===== config.mk =====
export PLATFORM = sky130hd
export DESIGN_NAME = rna_ctrl
export DESIGN_NICKNAME = d
export VERILOG_FILES = /design/src/rtl/rna_pkg.sv /design/src/rtl/rna_ctrl.sv
export VERILOG_INCLUDE_DIRS = /design/src /design/src/rtl
export SDC_FILE = /design/constraint.sdc
export NUM_CORES = 1
export LEC_CHECK = 0
export BUFFER_PORTS_ARGS = -buffer_cell sky130_fd_sc_hd__buf_2
export CORE_AREA = 2 2 87 55
export CTS_BUF_LIST = sky130_fd_sc_hd__clkbuf_8
export DETAILED_ROUTE_END_ITERATION = 16
export DIE_AREA = 0 0 89 57
export GPL_ROUTABILITY_DRIVEN = 0
export PLACE_DENSITY_LB_ADDON = 0.3
export SLEW_MARGIN = 10
export SYNTH_ARGS = -nofsm -noshare
export SYNTH_HDL_FRONTEND = slang
export SYNTH_SLANG_ARGS = --single-unit

===== constraint.sdc =====
create_clock -name clk_i -period 4.4 [get_ports clk_i]
set_clock_uncertainty 0.2 [all_clocks]
set_input_delay 0.44 -clock clk_i [delete_from_list [all_inputs] [get_ports clk_i]]
set_output_delay 0.44 -clock clk_i [all_outputs]
set_load 0.005 [all_outputs]

===== src/rtl/assert_macros.svh =====
// Assertion macros shared by the RTL modules.
// No dependencies; included by files that carry concurrent assertions.
`ifndef ASSERT_MACROS_SVH
`define ASSERT_MACROS_SVH

// Property checked at every rising clock edge, off while reset is low.
`define ASSERT_PROP(lbl, clk, rst_n, prop) \
  lbl: assert property (@(posedge clk) disable iff (!rst_n) (prop)) \
    else $error("assertion failed");

// Condition in one cycle implies a condition in the next cycle.
`define ASSERT_NEXT(lbl, clk, rst_n, pre, post) \
  `ASSERT_PROP(lbl, clk, rst_n, (pre) |=> (post))

`endif


===== src/rtl/rna_pkg.sv =====
// Shared types and constants of the rational number ALU.
// No dependencies; used by rna_ctrl, rna_dpath and rational_number_alu.
package rna_pkg;

  localparam int unsigned WORD_BITS_DEF = 32;

  localparam logic [2:0] OP_ADD = 3'd0;
  localparam logic [2:0] OP_SUB = 3'd1;
  localparam logic [2:0] OP_MUL = 3'd2;
  localparam logic [2:0] OP_DIV = 3'd3;
  localparam logic [2:0] OP_POW = 3'd4;

  localparam logic [1:0] ST_OK   = 2'd0;
  localparam logic [1:0] ST_DIVZ = 2'd1;
  localparam logic [1:0] ST_OVF  = 2'd2;
  localparam logic [1:0] ST_UNS  = 2'd3;

  typedef enum logic [4:0] {
    CMD_NOP,
    CMD_LOAD,
    CMD_GCD_DEN,
    CMD_GCD_RED,
    CMD_GCD_STEP,
    CMD_DIV_X,
    CMD_DIV_Y,
    CMD_DIV_N,
    CMD_DIV_D,
    CMD_DIV_STEP,
    CMD_SAVE_D,
    CMD_MUL_T1,
    CMD_MUL_T2,
    CMD_MUL_DX,
    CMD_MUL_NN,
    CMD_MUL_DD,
    CMD_MUL_NDIV,
    CMD_MUL_DDIV,
    CMD_POW_N,
    CMD_POW_D,
    CMD_POW_MUL,
    CMD_POW_CHK,
    CMD_POW_SAVE,
    CMD_ONE,
    CMD_OUT
  } cmd_e;

  typedef struct packed {
    cmd_e       op;
    logic [1:0] err;
    logic       sel;   // power save target: 0 numerator, 1 denominator
  } cmd_t;

  typedef struct packed {
    logic [2:0] opcode;
    logic       zden;
    logic       an_zero;
    logic       bn_zero;
    logic       b_neg;
    logic       b_frac;
    logic       gcd_done;
    logic       div_done;
    logic       pow_trivial;
    logic       pow_stop;
  } stat_t;

endpackage


===== src/rtl/rna_ctrl.sv =====
// Sequencer of the rational number ALU: handshakes and datapath commands.
// Depends on rna_pkg and assert_macros.svh.
`include "assert_macros.svh"

module rna_ctrl (
  input  logic           clk_i,
  input  logic           rst_ni,
  input  logic           in_valid_i,
  output logic           in_stall_o,
  output logic           out_valid_o,
  input  logic           out_stall_i,
  input  rna_pkg::stat_t stat_i,
  output rna_pkg::cmd_t  cmd_o
);

  typedef enum logic [4:0] {
    S_IDLE, S_CHECK, S_G1, S_DX, S_DY, S_T2, S_T3, S_MD, S_DD, S_RED,
    S_G2, S_DN, S_DDN, S_PTST, S_PMUL, S_PCHK, S_PSAVE, S_PDINIT, S_OUT
  } state_e;

  state_e     state_q, state_d;
  logic [1:0] err_q, err_d;
  logic       pd_q, pd_d;
  logic       out_valid_q, out_valid_d;

  assign in_stall_o  = (state_q != S_IDLE);
  assign out_valid_o = out_valid_q;

  always_comb begin
    state_d     = state_q;
    err_d       = err_q;
    pd_d        = pd_q;
    out_valid_d = out_valid_q && out_stall_i;
    cmd_o.op    = rna_pkg::CMD_NOP;
    cmd_o.err   = err_q;
    cmd_o.sel   = pd_q;
    case (state_q)
      S_IDLE: begin
        if (in_valid_i) begin
          cmd_o.op = rna_pkg::CMD_LOAD;
          err_d    = rna_pkg::ST_OK;
          pd_d     = 1'b0;
          state_d  = S_CHECK;
        end
      end
      S_CHECK: begin
        if (stat_i.opcode > rna_pkg::OP_POW) begin
          err_d   = rna_pkg::ST_UNS;
          state_d = S_OUT;
        end else if (stat_i.zden) begin
          err_d   = rna_pkg::ST_DIVZ;
          state_d = S_OUT;
        end else begin
          case (stat_i.opcode)
            rna_pkg::OP_ADD, rna_pkg::OP_SUB: begin
              cmd_o.op = rna_pkg::CMD_GCD_DEN;
              state_d  = S_G1;
            end
            rna_pkg::OP_MUL: begin
              cmd_o.op = rna_pkg::CMD_MUL_NN;
              state_d  = S_MD;
            end
            rna_pkg::OP_DIV: begin
              if (stat_i.bn_zero) begin
                err_d   = rna_pkg::ST_DIVZ;
                state_d = S_OUT;
              end else begin
                cmd_o.op = rna_pkg::CMD_MUL_NDIV;
                state_d  = S_DD;
              end
            end
            default: begin
              if (stat_i.b_frac) begin
                err_d   = rna_pkg::ST_UNS;
                state_d = S_OUT;
              end else if (stat_i.bn_zero) begin
                cmd_o.op = rna_pkg::CMD_ONE;
                state_d  = S_OUT;
              end else if (stat_i.b_neg && stat_i.an_zero) begin
                err_d   = rna_pkg::ST_DIVZ;
                state_d = S_OUT;
              end else begin
                cmd_o.op = rna_pkg::CMD_POW_N;
                state_d  = S_PTST;
              end
            end
          endcase
        end
      end
      S_G1: begin
        if (stat_i.gcd_done) begin
          cmd_o.op = rna_pkg::CMD_DIV_X;
          state_d  = S_DX;
        end else begin
          cmd_o.op = rna_pkg::CMD_GCD_STEP;
        end
      end
      S_DX: begin
        if (stat_i.div_done) begin
          cmd_o.op = rna_pkg::CMD_DIV_Y;
          state_d  = S_DY;
        end else begin
          cmd_o.op = rna_pkg::CMD_DIV_STEP;
        end
      end
      S_DY: begin
        if (stat_i.div_done) begin
          cmd_o.op = rna_pkg::CMD_MUL_T1;
          state_d  = S_T2;
        end else begin
          cmd_o.op = rna_pkg::CMD_DIV_STEP;
        end
      end
      S_T2: begin
        cmd_o.op = rna_pkg::CMD_MUL_T2;
        state_d  = S_T3;
      end
      S_T3: begin
        cmd_o.op = rna_pkg::CMD_MUL_DX;
        state_d  = S_RED;
      end
      S_MD: begin
        cmd_o.op = rna_pkg::CMD_MUL_DD;
        state_d  = S_RED;
      end
      S_DD: begin
        cmd_o.op = rna_pkg::CMD_MUL_DDIV;
        state_d  = S_RED;
      end
      S_RED: begin
        cmd_o.op = rna_pkg::CMD_GCD_RED;
        state_d  = S_G2;
      end
      S_G2: begin
        if (stat_i.gcd_done) begin
          cmd_o.op = rna_pkg::CMD_DIV_N;
          state_d  = S_DN;
        end else begin
          cmd_o.op = rna_pkg::CMD_GCD_STEP;
        end
      end
      S_DN: begin
        if (stat_i.div_done) begin
          cmd_o.op = rna_pkg::CMD_DIV_D;
          state_d  = S_DDN;
        end else begin
          cmd_o.op = rna_pkg::CMD_DIV_STEP;
        end
      end
      S_DDN: begin
        if (stat_i.div_done) begin
          cmd_o.op = rna_pkg::CMD_SAVE_D;
          state_d  = S_OUT;
        end else begin
          cmd_o.op = rna_pkg::CMD_DIV_STEP;
        end
      end
      S_PTST: begin
        if (stat_i.pow_trivial) begin
          state_d = S_PSAVE;
        end else begin
          cmd_o.op = rna_pkg::CMD_POW_MUL;
          state_d  = S_PCHK;
        end
      end
      S_PMUL: begin
        cmd_o.op = rna_pkg::CMD_POW_MUL;
        state_d  = S_PCHK;
      end
      S_PCHK: begin
        cmd_o.op = rna_pkg::CMD_POW_CHK;
        state_d  = stat_i.pow_stop ? S_PSAVE : S_PMUL;
      end
      S_PSAVE: begin
        cmd_o.op = rna_pkg::CMD_POW_SAVE;
        state_d  = pd_q ? S_OUT : S_PDINIT;
      end
      S_PDINIT: begin
        cmd_o.op = rna_pkg::CMD_POW_D;
        pd_d     = 1'b1;
        state_d  = S_PTST;
      end
      S_OUT: begin
        if (!out_valid_q || !out_stall_i) begin
          cmd_o.op    = rna_pkg::CMD_OUT;
          out_valid_d = 1'b1;
          state_d     = S_IDLE;
        end
      end
      default: state_d = S_IDLE;
    endcase
  end

  always_ff @(posedge clk_i or negedge rst_ni) begin
    if (!rst_ni) begin
      state_q     <= S_IDLE;
      err_q       <= rna_pkg::ST_OK;
      pd_q        <= 1'b0;
      out_valid_q <= 1'b0;
    end else begin
      state_q     <= state_d;
      err_q       <= err_d;
      pd_q        <= pd_d;
      out_valid_q <= out_valid_d;
    end
  end

  `ASSERT_NEXT(a_accept_check, clk_i, rst_ni, in_valid_i && !in_stall_o, state_q == S_CHECK)
  `ASSERT_PROP(a_out_free, clk_i, rst_ni, (cmd_o.op == rna_pkg::CMD_OUT) |-> (!out_valid_q || !out_stall_i))
  `ASSERT_NEXT(a_out_hold, clk_i, rst_ni, out_valid_q && out_stall_i, out_valid_q)

endmodule


; After elaboration in Yosys (flattened, before gate mapping)
; Index checks and enable logic that the tools add are counted.
[totals]
ff_bits = 9
out_inout_bits = 10
word_cells = 103
inputBits = 16
[classes]
eq_ne = 33
magnitude_cmp = 1
muxes = 49
reduce_logical = 16
[ops]
columns = op, n
row1 = two-way mux 5 bit, 24
row2 = one-hot mux 5 bit (19 select lines), 1
row3 = one-hot mux 5 bit (17 select lines), 1
row4 = "== test 5 x 4 -> 1 bit, second input constant", 8
row5 = one-hot mux 5 bit (3 select lines), 2
row6 = two-way mux 2 bit, 11
row7 = "== test 5 x 3 -> 1 bit, second input constant", 4
row8 = "inequality test 2 bit, second input constant", 8
row9 = "== test 5 bit, second input constant", 3
row10 = "inequality test 6 bit, second input constant", 2
row11 = "== test 5 x 2 -> 1 bit, second input constant", 2
row12 = one-hot mux 2 bit (2 select lines), 2
row13 = AND reduction 8 bit, 1
row14 = "== test 3 x 2 -> 1 bit, second input constant", 2
row15 = two-way mux 1 bit, 6
row16 = AND reduction 6 bit, 1
row17 = OR reduction 3 bit, 2
row18 = "== test 5 x 1 -> 1 bit, second input constant", 1
row19 = logical NOT 5 bit, 1
row20 = "inequality test 5 bit, second input constant", 1
row21 = nonzero test 5 bit, 1
row22 = two-way mux 4 bit, 1
row23 = "inequality test 4 bit, second input constant", 1
row24 = nonzero test 2 bit, 2
row25 = other kinds (9), 11

; Logic depth before layout (Yosys ltp)
[depth]
depth_word = 8
mapped_depth = 7
mapped_depth_nobuf = 5

; Worst setup path after synthesis
; No wires, ideal clock.
[synth_timing]
kind = reg2out
start = reg state_q[0]
end = out cmd_o[4] (netlist bit)
stages_incl_launch_ff = 7
slack_ns = 2.463
n_path_buf = 1
arrival_ns = 1.297
path_cell_list = dfrtp_1 buf_4 nor2b_1 a21o_1 nand3_1 nand2_1 or3_1
[synth_rtl]
columns = element, line_no
row1 = from (decl), rna_ctrl.sv:21  ; state_e state_q, state_d;
row2 = from (signal assigned), rna_ctrl.sv:201  ; state_q <= state_d;
row3 = to (decl), rna_ctrl.sv:13  ; output rna_pkg::cmd_t cmd_o

==> metrics list <==
- The run finished with clean final reports.
- The routed layout has around 1.4k vias.
- The final-report hold violation count was 0.
* Crit path launch type: flip-flop
- Worst-path maximum fanout: 25
- Ant. Diodes: 0
- Area used by multi-input combinational logic: 900 um^2
- Total area of sequential cells: ~230 um^2
- The synthesized design contains 0 enable-type register cells.
- The initial utilization of the core area, before any placement, comes to 0.284.
* Yosys Warn Count: 0
* Global-route wire length before repair: between 5000 and 6000 um
* WS Path Type: reg -> out
- Max Slew Vio Count: 0
* Cell types with the highest counts after synthesis: 17 x sky130_fd_sc_hd__nand2_1, 16 x sky130_fd_sc_hd__a21oi_1, 13 x sky130_fd_sc_hd__nor2_1
- In this run, CTS created clock tree buffers numbering 3.
- In this run the tool buffered the top-level ports with 25 buffer cells.
- Worst Setup End Kind: primary output
* Number of sinks handled by clock tree synthesis: 9
- Top-level I/O count: 26
- Synthesis inferred 9 register bits.
- Clock transition at the registers of the reported paths: approximately 0.04 ns
- Worst IR Drop VDD: ~0.32 mV
- Measured along the y axis, the die boundary spans 57 um.
- Timing would allow up to about 0.35 GHz.
- Share of synthesized registers carrying an async set or reset: 1.00
* Dominant register cell in the synthesized netlist: sky130_fd_sc_hd__dfrtp_1
- After floorplanning, the core was divided into 19 placement rows.
- A synthesized cell averages about 7.3 um^2.
- The min-delay analysis places its worst path in the category reg -> reg.
- sky130_fd_sc_hd__dfrtp_1 takes more of the synthesized area than any other cell.
* Antenna Violating Nets Remaining: 0
* Total GRT Usage: 0.148
- Number of buffers and inverters on the critical path: 1
* Top cell type's share of synthesized area: 0.181
- Initial detailed-routing violation count: about 240
- Shortest clock period the worst path allows after layout: 2.86 ns
- Initial antenna violation count: 0
- H-tree level count: 1
- Relative to the synthesized area, the layout overhead comes to 12.8%.
- Max-cap violations in this run came to 0.
* Clock buffer depth: 2
* Post-synthesis sequential area ratio: 0.181
- In this design, the stage delay of the slowest critical-path cell is roughly 0.84 ns.
- Setup total negative slack on the finished layout was measured at 0 ns.
- The netlist uses between 50 and 60 different library cells.
* Layout cell share with drive strength beyond 1: 0.226
* Slowest cell on the critical path: sky130_fd_sc_hd__dfrtp_1
- Post-route worst setup slack: 1.54 ns
- The net count of the finished layout is about 200.
- Top area cells in the synthesized netlist: sky130_fd_sc_hd__dfrtp_1 18%, sky130_fd_sc_hd__a21oi_1 6.4%, sky130_fd_sc_hd__nand2_1 5.1%
- Sequence of cells on the critical path: nor2b_1 > a21o_1 > nand3_1 > nand2_1 > or3_1 > buf_2
- Die footprint: a little over 5000 um^2
- The cell area that synthesis handed to floorplanning was ~1200 um^2.
* Number of optimization iterations in the first detailed-route pass: 5
* Worst Tran Pin Value: about 0.80 ns
- Entering global routing, the biggest net connects 27 pins.
* LEAKAGE: around 0.57 nW
- After detailed routing, the average wire length per cell comes to 14.7 um.
- Internal reg-to-reg setup slack: 1.98 ns
- After technology mapping, the gate count stands at between 150 and 200.
* PD cells: between 600 and 700 nW/um^2
- Once the clock tree was built, the resizer swapped 0 gates to a different size.
* Final Setup Violations: 0
- Kind of cell adding the most delay to the critical path: flip-flops
* Remaining global-route overflow: 0
- Period Utilization, post-route: 0.650
- Filler Cells Inserted: between 500 and 600
- Clock tree from TritonCTS: yes
- The cell sitting at the root of the clock tree is a sky130_fd_sc_hd__clkbuf_8.
- At the worst endpoint, the required time is approximately 3.8 ns.
- The routed design has about 3700 um of wire.
- HPWL after detailed placement: between 2000 and 3000 um
- Core Footprint: between 4000 and 5000 um^2
* Number of global-route vias before repair: roughly 1.2k
- The worst pin sits at a relative slew slack of 0.464.
* Width of the chip: about 90 um
- Worst slack at placement: between 1.5 and 2 ns
* Source-to-sink clock delay at the later pin of the worst-skew pair: approximately 0.23 ns
- At the worst endpoint, the arrival time is 2.22 ns.
- Average vias per placed instance: between 5 and 6
- DR DRC count: 0
- For this run, the share of the core covered by cells in the final layout is 0.321.
* Most repeated cell in the gate-level netlist after synthesis: sky130_fd_sc_hd__nand2_1
- Power Total: between 0.8 and 0.9 mW
- Setup repair after global routing left no endpoint under its margin.
* Synthesized Nets: between 150 and 200
per-stage QoR:
step	cells	instance area, um^2	hold slack, ns
final	249	1400	0.281
after CTS	249	1400	0.288
after detailed placement	244	1350	0.103
after global placement	244	1350	0.0994
after global routing	249	1400	0.320
after floorplan	170	1240	-0.0556
path summary, 6_finish.rpt:
kind	startpoint	endpoint	cells past startpoint
max in group asynchronous	rst_ni	err_q[1]	2
min in group asynchronous	rst_ni	state_q[0]	2
hold reg to reg	err_q[0]	err_q[0]	1
hold / removal	err_q[0]	err_q[0]	1
setup / recovery	state_q[0]	cmd_o[4]	6
setup reg to reg	state_q[0]	err_q[1]	5
state kept, by name, indices dropped and copies added, names as in the netlist:
signal and count:
state_q 5, err_q 2, out_valid_o 1, pd_q 1
per-layer routing:
metal	GRT usage	up-vias	part of all wire
li1	-	669	-
met1	0.249	637	0.52
met2	0.184	76	0.38
met3	0.0260	4	0.090
met4	0.0469	0	0.010
met5	0	-	0
placed cells by master, fill, tap and decap left out, types with 4 or more instances in the layout:
cell type / instances
sky130_fd_sc_hd__buf_2: 25
sky130_fd_sc_hd__inv_1: 4
sky130_fd_sc_hd__nand3_1: 8
sky130_fd_sc_hd__a21oi_1: 16
sky130_fd_sc_hd__nor2b_1: 5
sky130_fd_sc_hd__o21ai_0: 12
sky130_fd_sc_hd__nor3b_1: 4
sky130_fd_sc_hd__nor2_1: 13
sky130_fd_sc_hd__nand2_1: 17
sky130_fd_sc_hd__dfrtp_1: 9
sky130_fd_sc_hd__o21ai_1: 5
sky130_fd_sc_hd__nor3_1: 5
sky130_fd_sc_hd__nand4_1: 5
power breakdown:
part | internal (mW) | switching [mW]
sequential | 0.112 | 0.132
combinational | 0.234 | 0.287
clock | 0.0608 | 0.0332
final cells by class:
class / count / area share
Sequential cell: 9 / 0.161
Clock inverter: 1 / 0.00268
Tap cell: 63 / 0.0562
Multi-Input combinational cell: 142 / 0.641
Inverter: 5 / 0.0134
Timing Repair Buffer: 26 / 0.0963
Clock buffer: 3 / 0.0294
cell families (layout without fill, tap and decap cells):
kind of cell	count (synthesis)	after routing	synth area share
multiplexers	3	3	0.0262
AO/OA/AOI/OAI	59	59	0.323
XOR/XNOR	1	1	0.00704
flip-flops	9	9	0.181
AND/OR/NAND/NOR	79	79	0.367
buffers and inverters	19	35	0.0956
repair_timing:
action | 4_1_cts | 5_1_grt
hold endpoints to repair | 9 | 0
hold buffers | 1 | 0
endpoints found under the setup margin | 0 | 0
setup buffers | 0 | 0
No activity file was read; power rests on OpenSTA's default activity.
